==> src/hw/rtl/mwe_pkg.sv <==
package mwe_pkg;

    localparam int MAX_POSITIONS_DEF = 8;
    localparam int CHARSET_DEPTH_DEF = 256;

    localparam int OP_W    = 2;
    localparam int POS_W   = 3;
    localparam int CHAR_W  = 8;
    localparam int LEN_W   = 4;
    localparam int WORD_W  = 64;
    localparam int COUNT_W = 9;

    // Number of distinct character codes, one seen-map entry each.
    localparam int CHAR_SPAN = 1 << CHAR_W;

    typedef enum logic [OP_W-1:0] {
        OP_CLEAR   = 2'd0,
        OP_ADD     = 2'd1,
        OP_RESTART = 2'd2,
        OP_NEXT    = 2'd3
    } t_op;

    typedef enum logic [2:0] {
        S_IDLE,
        S_EXEC,
        S_ADD_IDX,
        S_ADD_CHK,
        S_ADD_WR,
        S_WALK,
        S_DONE
    } t_state;

    typedef struct packed {
        logic [WORD_W-1:0]  word;
        logic [POS_W-1:0]   changed_position;
        logic               exhausted;
        logic [COUNT_W-1:0] char_count;
    } t_rsp;

    typedef struct packed {
        logic seen_rd;
        logic store_rd;
        logic wr;
    } t_ram_ctl;

endpackage

==> src/hw/rtl/mwe_step_unit.sv <==
module mwe_step_unit #(
    parameter int SW = 9
) (
    input  logic [SW-1:0] i_a,
    input  logic [SW-1:0] i_b,
    output logic          o_lt,
    output logic [SW-1:0] o_inc
);
    assign o_lt  = (i_a < i_b);
    assign o_inc = i_a + SW'(1);
endmodule

==> src/hw/rtl/mwe_ctrl.sv <==
module mwe_ctrl #(
    parameter int MAX_POSITIONS = mwe_pkg::MAX_POSITIONS_DEF,
    parameter int CHARSET_DEPTH = mwe_pkg::CHARSET_DEPTH_DEF,
    localparam int PW = (MAX_POSITIONS > 1) ? $clog2(MAX_POSITIONS) : 1,
    localparam int CW = $clog2(CHARSET_DEPTH)
) (
    input  logic                        i_clk,
    input  logic                        i_rst_n,
    input  logic                        i_req_valid,
    output logic                        o_req_ready,
    input  logic [mwe_pkg::OP_W-1:0]    i_operation,
    input  logic [mwe_pkg::POS_W-1:0]   i_position,
    input  logic [mwe_pkg::CHAR_W-1:0]  i_char_value,
    input  logic [mwe_pkg::LEN_W-1:0]   i_word_length,
    input  logic                        i_load_ok,
    output logic                        o_push,
    output mwe_pkg::t_rsp               o_rsp,
    output mwe_pkg::t_ram_ctl           o_ram_ctl,
    output logic [PW-1:0]               o_ram_pos,
    output logic [mwe_pkg::CHAR_W-1:0]  o_ram_char,
    output logic [CW-1:0]               o_ram_rd_idx,
    output logic [CW-1:0]               o_ram_wr_idx,
    input  logic [CW-1:0]               i_seen_idx,
    input  logic [mwe_pkg::CHAR_W-1:0]  i_store_char
);
    import mwe_pkg::*;

    localparam int SW = $clog2(CHARSET_DEPTH + 1);
    localparam int KW = $clog2(MAX_POSITIONS + 1);

    t_state            r_state, n_state;
    t_op               r_op, n_op;
    logic [POS_W-1:0]  r_pos, n_pos;
    logic [CHAR_W-1:0] r_char, n_char;
    logic [LEN_W-1:0]  r_len, n_len;

    logic [SW-1:0]     r_size   [MAX_POSITIONS];
    logic [SW-1:0]     n_size   [MAX_POSITIONS];
    logic [SW-1:0]     r_cursor [MAX_POSITIONS];
    logic [SW-1:0]     n_cursor [MAX_POSITIONS];
    logic [CHAR_W-1:0] r_word   [MAX_POSITIONS];
    logic [CHAR_W-1:0] n_word   [MAX_POSITIONS];
    logic [KW-1:0]     r_active, n_active;

    logic [KW-1:0]     r_k, n_k;
    logic              r_pend, n_pend;
    logic [PW-1:0]     r_pend_i, n_pend_i;
    logic              r_pend_zero, n_pend_zero;
    logic              r_stop, n_stop;
    logic              r_hit, n_hit;
    logic [PW-1:0]     r_changed, n_changed;
    logic              r_exh, n_exh;
    logic [SW-1:0]     r_count, n_count;

    logic [SW-1:0]     unit_a, unit_b, unit_inc;
    logic              unit_lt;
    logic [PW-1:0]     pidx, walk_i;
    logic              pos_ok;
    logic [KW-1:0]     len_sat;
    logic [WORD_W-1:0] packed_word;

    mwe_step_unit #(.SW(SW)) u_step (
        .i_a   (unit_a),
        .i_b   (unit_b),
        .o_lt  (unit_lt),
        .o_inc (unit_inc)
    );

    assign pidx    = r_pos[PW-1:0];
    assign walk_i  = PW'(r_k - KW'(1));
    assign pos_ok  = ({1'b0, r_pos} < 4'(MAX_POSITIONS));
    assign len_sat = (int'(r_len) > MAX_POSITIONS) ? KW'(MAX_POSITIONS) : KW'(r_len);

    assign o_ram_pos    = (r_state == S_WALK) ? walk_i : pidx;
    assign o_ram_char   = r_char;
    assign o_ram_wr_idx = r_size[pidx][CW-1:0];

    always_comb begin
        packed_word = '0;
        for (int i = 0; i < MAX_POSITIONS; i++) begin
            if (i < int'(r_active)) begin
                packed_word[8*i +: 8] = r_word[i];
            end
        end
    end

    assign o_rsp.word             = packed_word;
    assign o_rsp.changed_position = POS_W'(r_changed);
    assign o_rsp.exhausted        = r_exh;
    assign o_rsp.char_count       = COUNT_W'(r_count);

    always_comb begin
        n_state     = r_state;
        n_op        = r_op;
        n_pos       = r_pos;
        n_char      = r_char;
        n_len       = r_len;
        n_size      = r_size;
        n_cursor    = r_cursor;
        n_word      = r_word;
        n_active    = r_active;
        n_k         = r_k;
        n_pend      = r_pend;
        n_pend_i    = r_pend_i;
        n_pend_zero = r_pend_zero;
        n_stop      = r_stop;
        n_hit       = r_hit;
        n_changed   = r_changed;
        n_exh       = r_exh;
        n_count     = r_count;
        o_ram_ctl   = '0;
        o_ram_rd_idx = '0;
        unit_a      = '0;
        unit_b      = '0;
        o_req_ready = 1'b0;
        o_push      = 1'b0;

        unique case (r_state)
            S_IDLE: begin
                o_req_ready = 1'b1;
                if (i_req_valid) begin
                    n_op    = t_op'(i_operation);
                    n_pos   = i_position;
                    n_char  = i_char_value;
                    n_len   = i_word_length;
                    n_state = S_EXEC;
                end
            end
            S_EXEC: begin
                n_changed = '0;
                n_exh     = 1'b0;
                n_count   = '0;
                n_pend    = 1'b0;
                n_stop    = 1'b0;
                unique case (r_op)
                    OP_CLEAR: begin
                        if (pos_ok) begin
                            n_size[pidx]   = '0;
                            n_cursor[pidx] = '0;
                        end
                        n_state = S_DONE;
                    end
                    OP_ADD: begin
                        if (pos_ok) begin
                            o_ram_ctl.seen_rd = 1'b1;
                            n_state = S_ADD_IDX;
                        end else begin
                            n_state = S_DONE;
                        end
                    end
                    OP_RESTART: begin
                        n_active = len_sat;
                        for (int i = 0; i < MAX_POSITIONS; i++) begin
                            if (i < int'(len_sat)) begin
                                n_cursor[i] = r_size[i];
                            end
                        end
                        n_cursor[0] = '0;
                        n_state = S_DONE;
                    end
                    OP_NEXT: begin
                        n_k     = r_active;
                        n_state = S_WALK;
                    end
                endcase
            end
            S_ADD_IDX: begin
                o_ram_ctl.store_rd = 1'b1;
                o_ram_rd_idx = i_seen_idx;
                n_state = S_ADD_CHK;
            end
            S_ADD_CHK: begin
                // A seen-map hit is only real if its slot is live and holds this byte.
                unit_a = SW'(i_seen_idx);
                unit_b = r_size[pidx];
                n_hit  = 1'b0;
                if (unit_lt && (i_store_char == r_char)) begin
                    n_hit = 1'b1;
                end
                n_state = S_ADD_WR;
            end
            S_ADD_WR: begin
                unit_a  = r_size[pidx];
                unit_b  = SW'(CHARSET_DEPTH);
                n_count = r_size[pidx];
                if (!r_hit && unit_lt) begin
                    o_ram_ctl.wr = 1'b1;
                    n_size[pidx] = unit_inc;
                    n_count      = unit_inc;
                end
                n_state = S_DONE;
            end
            S_WALK: begin
                // Write back the character read for the previous position.
                if (r_pend) begin
                    n_word[r_pend_i] = r_pend_zero ? '0 : i_store_char;
                end
                if (r_stop) begin
                    n_state = S_DONE;
                end else if (r_k == '0) begin
                    n_exh     = 1'b1;
                    n_changed = '0;
                    n_state   = S_DONE;
                end else begin
                    unit_a = r_cursor[walk_i];
                    unit_b = r_size[walk_i];
                    o_ram_ctl.store_rd = 1'b1;
                    o_ram_rd_idx = unit_lt ? r_cursor[walk_i][CW-1:0] : '0;
                    n_cursor[walk_i] = unit_lt ? unit_inc : SW'(1);
                    n_pend      = 1'b1;
                    n_pend_i    = walk_i;
                    n_pend_zero = (r_size[walk_i] == '0);
                    if (unit_lt) begin
                        n_changed = walk_i;
                        n_stop    = 1'b1;
                    end else begin
                        n_k = r_k - KW'(1);
                    end
                end
            end
            S_DONE: begin
                if (i_load_ok) begin
                    o_push  = 1'b1;
                    n_state = S_IDLE;
                end
            end
            default: begin
                n_state = S_IDLE;
            end
        endcase
    end

    always_ff @(posedge i_clk) begin
        if (!i_rst_n) begin
            r_state  <= S_IDLE;
            r_size   <= '{default: '0};
            r_cursor <= '{default: '0};
            r_word   <= '{default: '0};
            r_active <= '0;
        end else begin
            r_state  <= n_state;
            r_size   <= n_size;
            r_cursor <= n_cursor;
            r_word   <= n_word;
            r_active <= n_active;
        end
    end

    always_ff @(posedge i_clk) begin
        r_op        <= n_op;
        r_pos       <= n_pos;
        r_char      <= n_char;
        r_len       <= n_len;
        r_k         <= n_k;
        r_pend      <= n_pend;
        r_pend_i    <= n_pend_i;
        r_pend_zero <= n_pend_zero;
        r_stop      <= n_stop;
        r_hit       <= n_hit;
        r_changed   <= n_changed;
        r_exh       <= n_exh;
        r_count     <= n_count;
    end
endmodule

==> config.mk <==
export PLATFORM = sky130hd
export DESIGN_NAME = mwe_ctrl
export DESIGN_NICKNAME = d
export VERILOG_FILES = /design/src/hw/rtl/mwe_pkg.sv /design/src/hw/rtl/mwe_step_unit.sv /design/src/hw/rtl/mwe_ctrl.sv
export SDC_FILE = /design/constraint.sdc
export NUM_CORES = 1
export LEC_CHECK = 0
export ABC_CLOCK_PERIOD_IN_PS = 6800
export BUFFER_PORTS_ARGS = -buffer_cell sky130_fd_sc_hd__buf_2
export CORE_ASPECT_RATIO = 0.8
export CORE_MARGIN = 1
export CORE_UTILIZATION = 45
export CTS_CLUSTER_DIAMETER = 150
export DETAILED_ROUTE_END_ITERATION = 16
export GPL_TIMING_DRIVEN = 0
export SYNTH_ARGS = -nofsm -noshare
export SYNTH_HDL_FRONTEND = slang
export SYNTH_SLANG_ARGS = --single-unit
==> constraint.sdc <==
create_clock -name i_clk -period 6.8 [get_ports i_clk]
set_clock_uncertainty 0.05 [all_clocks]
set_input_delay 1.02 -clock i_clk [delete_from_list [all_inputs] [get_ports i_clk]]
set_output_delay 1.02 -clock i_clk [all_outputs]
set_load 0.02 [all_outputs]
Word-level counts from Yosys, hierarchy flattened
Cells that the tools add are included.

Register bits after elaboration: 256. Input bits: 37. Output and inout bits: 109. Logic and storage cells: 224.

Add/sub/neg operators: 2. $lt $le $gt $ge: 23. Eq/ne operators: 29. Multiplexer cells: 92. Bitwise operators: 8. Reduce and logical (&&, ||, !) cells: 31.

Operator list (number): $pmux 72 s2 (3); $mux 72 (4); $mux 9 (21); $and 72x72->72 (2); $bwmux 72 (2); $mux 8 (13); $bmux 9 s3 (3); $not 72->72 (1); $bwmux 64 (1); $demux 9 s3 (2); $pmux 9 s3 (2); $reduce_and 5->1 (8); $lt 3x4->1 const A (8); $demux 8 s3 (1); $mux 3 (8); $ne 3x3->1 const B (7); $pmux 3 s7 (1); $mux 4 (5); $pmux 9 s2 (1); $reduce_and 3->1 (6); $mux 1 (17); $lt 2x4->1 const A (4); $pmux 8 s2 (1); $ge 4x4->1 const B (3); other kinds (32) (61).

Longest topological paths before layout
Gate-level depths: netlist (run 1).

Word-level depth: 14. Gate-level depth with buffers: 25. Gate-level depth less buffers: 20.

Cells and area by module
From an unflattened synthesis (run 1), not the netlist that was laid out.

Cells, all modules: 1450. Area total of the unflattened synthesis: 13259.0 um2.

By module, submodules not included: mwe_ctrl (times used 1, cells an instance 1403, area an instance 12917.4 um2, sequential area each 5535.3 um2); mwe_step_unit (times used 1, cells an instance 47, area an instance 341.6 um2, sequential area each 0.0 um2).

Least setup slack after synthesis (run 1)
OpenSTA, ideal clock, no wires.

Kind: register to output. Start: register r_k[0]. End: output port o_ram_rd_idx[3]. Arrival time: 4.419 ns. Required time: 5.730 ns. Slack: 1.311 ns. Stages on the path, launching flop included: 23. Buffers on the path: 7. Cells stage by stage: edfxtp_1 buf_2 inv_1 buf_2 ha_1 xnor2_2 buf_2 buf_2 buf_2 mux4_2 mux2i_1 nor2_1 a21oi_1 ha_1 a21o_1 a21o_1 a21oi_1 o21ai_0 a21oi_4 buf_4 buf_2 nand2_1 o21ai_1.

Word-level cells in the longest chain between the ends: 13. Elaborated cells on any way between the ends: 20. Classes of those cells: add/sub (1); order compare (1); mux (16); bitwise (1); reduce/logical (1).

RTL lines: from (decl) (line mwe_ctrl.sv:45) `logic [KW-1:0] r_k, n_k;`; from (signal assigned) (line mwe_ctrl.sv:254) `r_k <= n_k;`; $sub 4x1->4 *; via walk_i[0] (line mwe_ctrl.sv:57) `logic [PW-1:0] pidx, walk_i;`; $not 3->4 (implied by the code) * (line mwe_ctrl.sv:205, mwe_ctrl.sv:206, mwe_ctrl.sv:208); $bmux 9 s3, on equally long branches (line mwe_ctrl.sv:205, mwe_ctrl.sv:208, mwe_ctrl.sv:206); $mux 9, on equally long branches (2 in series) (line mwe_ctrl.sv:208, mwe_ctrl.sv:206); $mux 9 (line mwe_ctrl.sv:200) `end else if (r_k == '0) begin`; $mux 9 (line mwe_ctrl.sv:198) `if (r_stop) begin`; $pmux 9 s3 (line mwe_ctrl.sv:118) `unique case (r_state)`; $lt 9x9->1 (line mwe_step_unit.sv:9) `assign o_lt = (i_a < i_b);`; $mux 8 * (line mwe_ctrl.sv:208) `o_ram_rd_idx = unit_lt ? r_cursor[walk_i][CW-1:0] : '0;`; $mux 8 * (line mwe_ctrl.sv:200); $mux 8 * (line mwe_ctrl.sv:198); $pmux 8 s2 * (line mwe_ctrl.sv:118); to (decl) (line mwe_ctrl.sv:21) `output logic [CW-1:0] o_ram_rd_idx,`.

The timed path passes the listed nets; every way through them passes the cells marked *. The select of a mux whose other input is x is not followed.

==> results.cfg, run 1 <==
[detailed_routing]
drtPass1Iterations = 6
drc = 0
finalWirelength_um = 67380
ant_nets = 0
drtIter0Drc = 2171
vias_per_cell = 6.473
route.detailed.wl_per_inst_um = 29.40
vias = 14840

[power_and_ir_drop]
p_clk_share_pct = 35.1
seqPwrFrac_pct = 36.3
vdd_drop_max_mv = 0.2959
p_sw_mw = 1.819
power_density_nw_per_um2 = 290.8
p_comb_share_pct = 28.6
p_leak_nw = 6.573
p_sw_share_pct = 37.27
intPower_mw = 3.062

[global_route]
antenna_found_initial = 3
grt_pass1_vias = 13350
grt_first_pass_wirelength_um = 94500
grt_max_degree = 20
track_usage_pct = 40.13
grt-ovfl-total = 0

[timing]
drv_slew = 0
finalSetupViolations = 0
finalHoldViolCount = 0
finalCritPeriodShare_pct = 97.47
max-slew-margin-rel_pct = 3.661
layout_min_cycle_time_ns = 6.628
rsz0062_at_grt = false
max_freq_ghz = 0.1509
tightest_slew_ns = 1.434
setup_tns_ns = 0

[setup_path]
worstPathMaxFanout = 12
crit_type = reg -> out
end_kind = primary output
required_ns = 5.73
regToRegStartpoint = r_k[0]
critPathLaunchType = flop
arrival_ns = 5.56
startpoint = r_k[0]

[synthesis]
ys_types = 89
ys.flop_type = dfxtp_1
synth-edff-count = 41
ys_async_sr_fraction_pct = 0
synth_nets = 1715
yosys_warnings = 0
synth_area_sq_um = 14310
synthCells = 1667
syn_area_per_cell_sq_um = 8.584
synth-seq-cells = 256
yosysSeqAreaShare_pct = 38.68

[clocking]
cts_tree = done
cts_buffers = 29
cts_root_buffer = clkbuf_16
clock_sinks = 256
clockBufferDepth = 3
cts_max_level = 1
holdBufCountCts = 0
clkSlewWorstSetupHoldPaths_ns = 0.07
insertion_delay_ns = 0.58

[outcome]
status = finished, final reports clean

[floorplanning]
die-area_sq_um = 32520
die_w_um = 201.4
ios = 146
core_area_sq_um = 31350
start_util_pct = 45.64
fp.dieH_um = 161.5
row_count = 58

[placement]
place.gp.congestion = 1.005
dp_hpwl_um = 50560
io_buffer_count = 144

[finish]
utilization_pct = 53.54
areaGrowthSynthToFinish_pct = 17.30
fin_nets = 1896
drive_above_1_share_pct = 18.72

[hold_path]
hold_start = r_cursor[69]
holdCritPathClass = reg -> reg

[flow_run]
drv_cap = 0
## layer usage
metal	up-vias	GRT usage (%)	share of wire, %
met5	-	0	0.036
met3	179	13.20	14
met1	7232	58.71	43
met2	1015	53.40	39
met4	4	15.63	4.1
li1	6406	-	-
## cells in the mapped netlist, drive strengths merged, types with 13 or more instances
cell type | instances | area share (%)
a21oi | 144 | 5.2
a221oi | 13 | 0.88
a22oi | 35 | 1.9
a31oi | 25 | 1.1
and2 | 30 | 1.3
buf | 63 | 2.5
clkbuf | 68 | 1.8
dfxtp | 215 | 30
edfxtp | 41 | 8.6
inv | 20 | 0.52
mux2 | 21 | 1.7
mux2i | 134 | 9.4
mux4 | 14 | 2.2
nand2 | 134 | 3.5
nand3 | 105 | 3.7
nand4 | 14 | 0.66
nor2 | 207 | 5.6
nor2b | 57 | 2.5
nor3 | 22 | 0.94
o21ai | 124 | 4.5
xnor2 | 14 | 1.0
## logic make-up after synthesis
group / after synthesis / share of synthesized area (%)
multiplexers: 169 / 13.28
buffers and inverters: 152 / 4.792
flip-flops: 256 / 38.68
AND/OR/NAND/NOR: 623 / 20.99
AO/OA/AOI/OAI: 441 / 20.16
XOR/XNOR: 15 / 1.128
adder cells (fa/ha/maj): 11 / 0.9619
## power by group through the flow
stage	Clock [mW]	Sequential (mW)	Combinational, mW
final	1.71	1.77	1.40
after global routing	1.77	1.78	1.45
after CTS	1.72	1.76	1.31
after detailed placement	0	1.79	1.29
after global placement	0	1.79	1.29
after floorplan	0	1.78	0.775
## cell type report
class | count | area, sq um
inverter | 21 | 82.58
tap | 420 | 525.5
clock inverter | 11 | 150.1
timing repair buffer | 151 | 773.2
fill | 3035 | 14570
antenna | 2 | 5.005
clock buffer | 42 | 875.8
buffer | 130 | 654.4
sequential | 256 | 5535
multi-input combinational | 1259 | 8183
## stage by stage
stage	worst slack [ns]	power [mW]	cell area (sq um)	hold WS, ns	cells
2_1_floorplan	1.311	2.558	14310	0.3862	1667
3_3_place_gp	-0.7899	3.080	15550	0.4147	2231
3_5_place_dp	-0.7380	3.085	15570	0.4089	2232
4_1_cts	0.006840	4.791	16670	0.4220	2286
5_1_grt	0.0002207	4.992	16780	0.4580	2290
6_report	0.1723	4.881	16780	0.4243	2292
## final timing paths
| kind | cells past startpoint | slack (ns) | end |
|---|---|---|---|
| max | 21 | 0.17 | o_ram_ctl[0] |
| min | 2 | 0.42 | r_cursor[69] |
| max reg2reg | 21 | 0.68 | r_size[62] |
| min reg2reg | 2 | 0.42 | r_cursor[69] |
## worst max-delay path: stages, from the launching register on
cell and delay [ns]:
edfxtp_1 0.42, buf_6 0.19, clkinvlp_4 0.18, buf_6 0.21
ha_1 0.34, clkbuf_4 0.21, or2_1 0.32, nor2_1 0.49
a32o_1 0.26, nor4_4 0.08, o21ai_1 0.36, ha_1 0.32
a21o_1 0.16, a21o_1 0.17, a21oi_1 0.17, o21ai_2 0.13
a21o_4 0.26, nor2_4 0.17, buf_6 0.16, nand2_1 0.09
inv_1 0.10, buf_2 0.16
## cells in the final DEF, fill, tap and decap left out, drive strengths merged, types with 12 or more instances in the layout
master,instances
and3,12
clkbuf,111
xnor2,14
nand2,134
dfxtp,215
edfxtp,41
o21ai,124
mux2i,134
nor2b,57
mux2,21
a21oi,144
inv,21
buf,212
nand3,105
nand4,14
mux4,14
nor2,207
a31oi,25
and2,30
a221oi,13
nor3,22
a22oi,35
## flip-flops by register name, summed over array words and instances, names as in the netlist, 2 cells and up
signal and count:
r_changed 3, r_size 72, r_k 4, r_active 4
r_word 64, o_ram_char 8, r_state 3, r_cursor 72
r_count 9, r_pend_i 3, r_op 2, r_len 4
pidx 3
## timing repair
action / in CTS / in global routing
setup endpoints to repair: 74 / 7
pin swaps: 1 / 3
buffers inserted: 2 / 4
gates resized for setup: 23 / 19
No activity file was read; power rests on OpenSTA's default activity.
==> run 2, diff against run 1 <==
- CELL_PAD_IN_SITES_DETAIL_PLACEMENT: not set -> 1
- CELL_PAD_IN_SITES_GLOBAL_PLACEMENT: not set -> 1
- PLACE_DENSITY_LB_ADDON: not set -> 0.1
==> run 2 against run 1 <==
- worst hold slack better by 0.0078 ns
- worst setup slack lost 0.045 ns
- register-to-register slack worse by 0.05 ns
- maximum frequency down 0.67%
- via count increased by 1.9%
- clock power about the same
- design area down 0.39%
- cell count unchanged
- sequential power about the same
- core utilization is 0.21 points lower
- sequential share of layout area grew 0.13 points
- die area stayed put
- largest cell class unchanged
- largest power group unchanged
==> results.cfg, run 2 (synthesis results as in run 1) <==
[outcome]
status = finished, final reports clean

[setup_path]
crit_type = reg -> out
regToRegStartpoint = r_k[0]
worstPathMaxFanout = 12
reg2regPathDepth = 24
required_ns = 5.73
reg2reg_to = r_size[2]
end_kind = primary output
critPathLaunchType = flop
arrival_ns = 5.60
rrSetupSlack_ns = 0.63

[detailed_routing]
drtIter0Drc = 1814
drtPass1Iterations = 5
route.detailed.wl_per_inst_um = 30.63
vias = 15110
ant_nets = 0
finalWirelength_um = 70210
top_layer_used = met4
met3WireLength_um = 9617
drc = 0
met2_length_um = 27370
wl_met1_um = 29670
vias_per_cell = 6.594

[timing]
layout_min_cycle_time_ns = 6.673
finalCritPeriodShare_pct = 98.13
finalSetupViolations = 0
max_freq_ghz = 0.1499
fin_ws_ns = 0.1274
tightest_slew_ns = 1.360
finalHoldViolCount = 0
drv_slew = 0
rsz0062_at_grt = false
max-slew-margin-rel_pct = 8.615

[hold_path]
hold_path_end = r_cursor[59]
min_path_cells = 2
holdCritPathClass = reg -> reg
hold_start = r_cursor[59]

[global_route]
grt-ovfl-total = 0
grt_first_pass_wirelength_um = 98950
grt_max_degree = 20
antenna_found_initial = 2
track_usage_pct = 41.75
grt_pass1_vias = 14470

[clocking]
clkSlewWorstSetupHoldPaths_ns = 0.06
insertion_delay_ns = 0.61
clockBufferDepth = 3
holdBufCountCts = 0
clock_sinks = 256
cts_max_level = 1
cts_buffers = 29
cts_tree = done
cts_root_buffer = clkbuf_16

[floorplanning]
row_count = 58
core_area_sq_um = 31350
die-area_sq_um = 32520
fp.dieH_um = 161.5
die_w_um = 201.4
ios = 146
start_util_pct = 45.64

[finish]
final_cells = 2292
final_common_cell = dfxtp_1
drive_above_1_share_pct = 18.33
fin_nets = 1896
regArea_sq_um = 5535
layout_common_cells = 215 x dfxtp_1, 200 x nor2_1, 167 x buf_2
areaGrowthSynthToFinish_pct = 16.85
reg_top3 = r_cursor: 72 flops, r_size: 72 flops, r_word: 64 flops
n_fill_cell = 3794
multi_input_area_sq_um = 8163

[power_and_ir_drop]
p_leak_nw = 6.575
power_density_nw_per_um2 = 291.2
vdd_drop_max_mv = 0.1981
power_mw = 4.869

[flow_run]
drv_cap = 0

[placement]
place.gp.congestion = 1.078
io_buffer_count = 144
dp_hpwl_um = 52690
place_inst = 2231
place_ws_ns = -0.5023
## run 2: changes by cell type in the layout (fill, tap and decap cells not counted), moves of 2 or more
cell        change
mux2i_1         +2
buf_4           -2
mux2i_2         -2
clkbuf_8        -2
clkinvlp_4      -4
clkinv_2        +4
a21oi_1         +2
buf_2           +3
a21oi_2         -2
## run 2: worst max path at each step
stage | startpoint | endpoint | slack, ns
2_1_floorplan | r_k[0] | o_ram_rd_idx[3] | 1.31
3_3_place_gp | r_k[0] | o_ram_rd_idx[4] | -0.48
3_5_place_dp | r_k[0] | o_ram_rd_idx[4] | -0.50
4_1_cts | r_k[0] | o_ram_ctl[0] | 0.002
5_1_grt | r_k[0] | o_ram_ctl[0] | 0.03
6_report | r_k[0] | o_ram_ctl[0] | 0.13
## run 2: worst max-delay path: stages (launching register included)
cell	delay [ns]
edfxtp_1	0.41
clkbuf_4	0.23
inv_1	0.21
buf_6	0.23
ha_1	0.26
xnor2_4	0.11
inv_2	0.13
buf_4	0.24
buf_4	0.26
buf_6	0.23
mux4_2	0.36
mux2i_4	0.25
nor2_1	0.08
a21oi_1	0.15
ha_1	0.26
a21o_1	0.17
a21o_1	0.17
a21oi_1	0.15
o21ai_1	0.16
a21o_2	0.27
nor2_4	0.16
buf_6	0.15
nand2_1	0.10
inv_1	0.10
buf_2	0.16
## run 2: final cells by class
| type | count | area share [%] |
|---|---|---|
| Tap cell | 420 | 3.143 |
| Sequential cell | 256 | 33.11 |
| Antenna cell | 1 | 0.01497 |
| Clock inverter | 14 | 1.025 |
| Inverter | 21 | 0.4715 |
| Multi-Input combinational cell | 1259 | 48.82 |
| Timing Repair Buffer | 151 | 4.610 |
| Buffer | 130 | 3.861 |
| Clock buffer | 40 | 4.946 |
## run 2: what timing repair did
item,in CTS,in global routing
setup endpoints to repair,10,9
buffers inserted,3,3
resized for setup,16,19
pin swaps,1,3
## run 2: per-layer routing
layer,vias to the layer above,global-route usage [%]
li1,6410,-
met3,213,13.90
met5,-,0
met4,0,17.70
met1,7457,59.25
met2,1033,57.07
## run 2: stage by stage
stage / util, % / setup TNS [ns] / hold slack [ns] / cell area, sq um
finish: 53.33 / 0 / 0.4321 / 16720
global route: 53.32 / 0 / 0.4611 / 16720
CTS: 53.02 / 0 / 0.4317 / 16620
detailed placement: 49.64 / -2.077 / 0.4231 / 15560
global placement: 49.62 / -2.006 / 0.4049 / 15550
floorplan: - / 0 / 0.3862 / 14310
## run 2: where the power goes
part,internal (mW),total [mW],switching (mW)
logic,0.384,1.41,1.02
clock network,0.969,1.69,0.719
registers,1.67,1.77,0.105
==> run 3, diff against run 2 <==
- ABC_CLOCK_PERIOD_IN_PS: 6800 -> 6300
- clock period: 6.8 -> 6.3 ns (I/O delays scaled with it)
==> run 3 against run 2 <==
- the flow now finishes with violations (capacitance limit, slew limit)
- worst hold slack got worse by 0.0023 ns
- via count rose by 0.83%
- design area increased by 0.71%
- routed wire length rose by 0.23%
- worst setup slack got worse by 0.12 ns
- register-to-register slack worse by 0.21 ns
- count of clock-buffer cells in the layout stayed put
- die area did not move
- sequential cell count unchanged
- core utilization increased by 0.38 points
==> results.cfg, run 3 (synthesis results as in run 1) <==
[outcome]
status = finished, violations left
violations = capacitance limit, slew limit

[power_and_ir_drop]
vdd_drop_max_mv = 0.2211
p_leak_nw = 6.636
power_density_nw_per_um2 = 314.3
power_mw = 5.292

[setup_path]
rrSetupSlack_ns = 0.42
regToRegStartpoint = r_k[0]
reg2reg_to = r_size[2]
critPathTopFamily = compound AO/OA/AOI/OAI gates
end_kind = primary output
cp_slowest_cell = edfxtp_1
crit_type = reg -> out
arrival_ns = 5.29
slowest_delay_ns = 0.44
startpoint = r_k[0]
crit_end = o_ram_ctl[0]
critical_path_cell_count = 21
required_ns = 5.30
critPathLaunchType = flop
path_buf_inv = 8
worstPathMaxFanout = 12
reg2regPathDepth = 21
path_cells = buf_6 > inv_2 > buf_8 > ha_1 > clkbuf_4 > nor2b_1 > buf_2 > a22oi_2 > o221ai_1 > o21ai_1 > nand2_1 > ha_1 > a21o_1 > a21oi_1 > o21ai_2 > a21o_2 > nor2_4 > buf_6 > nand2_1 > inv_1 > buf_2

[clocking]
insertion_delay_ns = 0.61
clock_sinks = 256
cts_buffers = 29
clkSlewWorstSetupHoldPaths_ns = 0.07
clockBufferDepth = 3
cts_max_level = 1
cts_tree = done
cts_root_buffer = clkbuf_16

[timing]
drv_slew = 8
tightest_slew_ns = 1.533
fin_ws_ns = 0.01078
finalSetupViolations = 0
setup_tns_ns = 0
finalHoldViolCount = 0
layout_min_cycle_time_ns = 6.289
max-slew-margin-rel_pct = -2.419
fin_hold_ws_ns = 0.4298
finalCritPeriodShare_pct = 99.83
max_freq_ghz = 0.1590

[placement]
place.gp.congestion = 1.078
io_buffer_count = 144
place_ws_ns = -0.9273
dp_hpwl_um = 52690

[detailed_routing]
vias_per_cell = 6.622
vias = 15240
drtPass1Iterations = 6
drtIter0Drc = 1859
drc = 0
finalWirelength_um = 70370
ant_nets = 0
route.detailed.wl_per_inst_um = 30.58

[finish]
multi_input_area_sq_um = 8178
drive_above_1_share_pct = 19.15
regArea_sq_um = 5535
fin_nets = 1905
n_fill_cell = 3787
final_common_cell = dfxtp_1
utilization_pct = 53.71
areaGrowthSynthToFinish_pct = 17.68
layout_common_cells = 215 x dfxtp_1, 200 x nor2_1, 165 x buf_2
reg_top3 = r_cursor: 72 flops, r_size: 72 flops, r_word: 64 flops

[floorplanning]
die_w_um = 201.4
ios = 146
start_util_pct = 45.64
row_count = 58
die-area_sq_um = 32520
fp.dieH_um = 161.5
core_area_sq_um = 31350

[flow_run]
drv_cap = 1

[hold_path]
holdCritPathClass = reg -> reg

[global_route]
track_usage_pct = 41.85
grt_first_pass_wirelength_um = 99210
grt-ovfl-total = 0
grt_pass1_vias = 14490
grt_max_degree = 20
antenna_found_initial = 1
## run 3: cell types whose count changed in the layout (fill, tap and decap cells not counted), moves of 2 or more
| cell | change |
|---|---|
| a21oi_2 | +2 |
| a21oi_1 | -2 |
| buf_8 | +3 |
| buf_4 | +5 |
| buf_2 | -2 |
| buf_6 | +2 |
## run 3: final cells by class
class | count | area share [%]
Multi-Input combinational cell | 1259 | 48.57
Clock inverter | 14 | 1.018
Antenna cell | 1 | 0.01486
Clock buffer | 40 | 4.912
Tap cell | 420 | 3.121
Inverter | 21 | 0.4681
Sequential cell | 256 | 32.87
Timing Repair Buffer | 160 | 4.978
Buffer | 130 | 4.050
## run 3: tightest hold or removal path, delay by kind of cell (launching register included)
family / cells / cell delay (ns)
compound gates: 1 / 0.06
flops: 1 / 0.31
simple gates: 1 / 0.05
## run 3: where the power goes
part | internal [mW] | switching (mW) | total, mW
sequential | 1.80 | 0.115 | 1.91
combinational | 0.442 | 1.12 | 1.56
clock | 1.05 | 0.773 | 1.82
total | 3.29 | 2.00 | 5.29
## run 3: repair_timing
| action | 4_1_cts | 5_1_grt |
|---|---|---|
| setup buffers | 6 | 9 |
| gates resized for setup | 36 | 16 |
| pin swaps | 3 | 4 |
| hold buffers | 0 | 0 |
| endpoints found under the setup margin | 92 | 9 |
## run 3: worst min path at each step
stage	end	start	depth (start not counted)	slack, ns
floorplan	r_cursor[71]	r_cursor[71]	2	0.39
global placement	r_cursor[69]	r_cursor[69]	2	0.40
detailed placement	r_cursor[59]	r_cursor[59]	2	0.42
CTS	r_cursor[59]	r_cursor[59]	2	0.43
global route	r_word[53]	r_word[53]	2	0.46
finish	r_cursor[59]	r_cursor[59]	2	0.43
## run 3: per-layer routing
metal | routed length [um] | track usage [%]
met1 | 29270 | 59.28
met2 | 27630 | 57.45
met3 | 9953 | 13.98
met4 | 3517 | 17.46
met5 | 0 | 0
## run 3: stage by stage
stage	instance area (sq um)	cells
4_1_cts	16700	2290
3_5_place_dp	15560	2231
2_1_floorplan	14310	1667
3_3_place_gp	15550	2231
6_report	16840	2301
5_1_grt	16840	2300
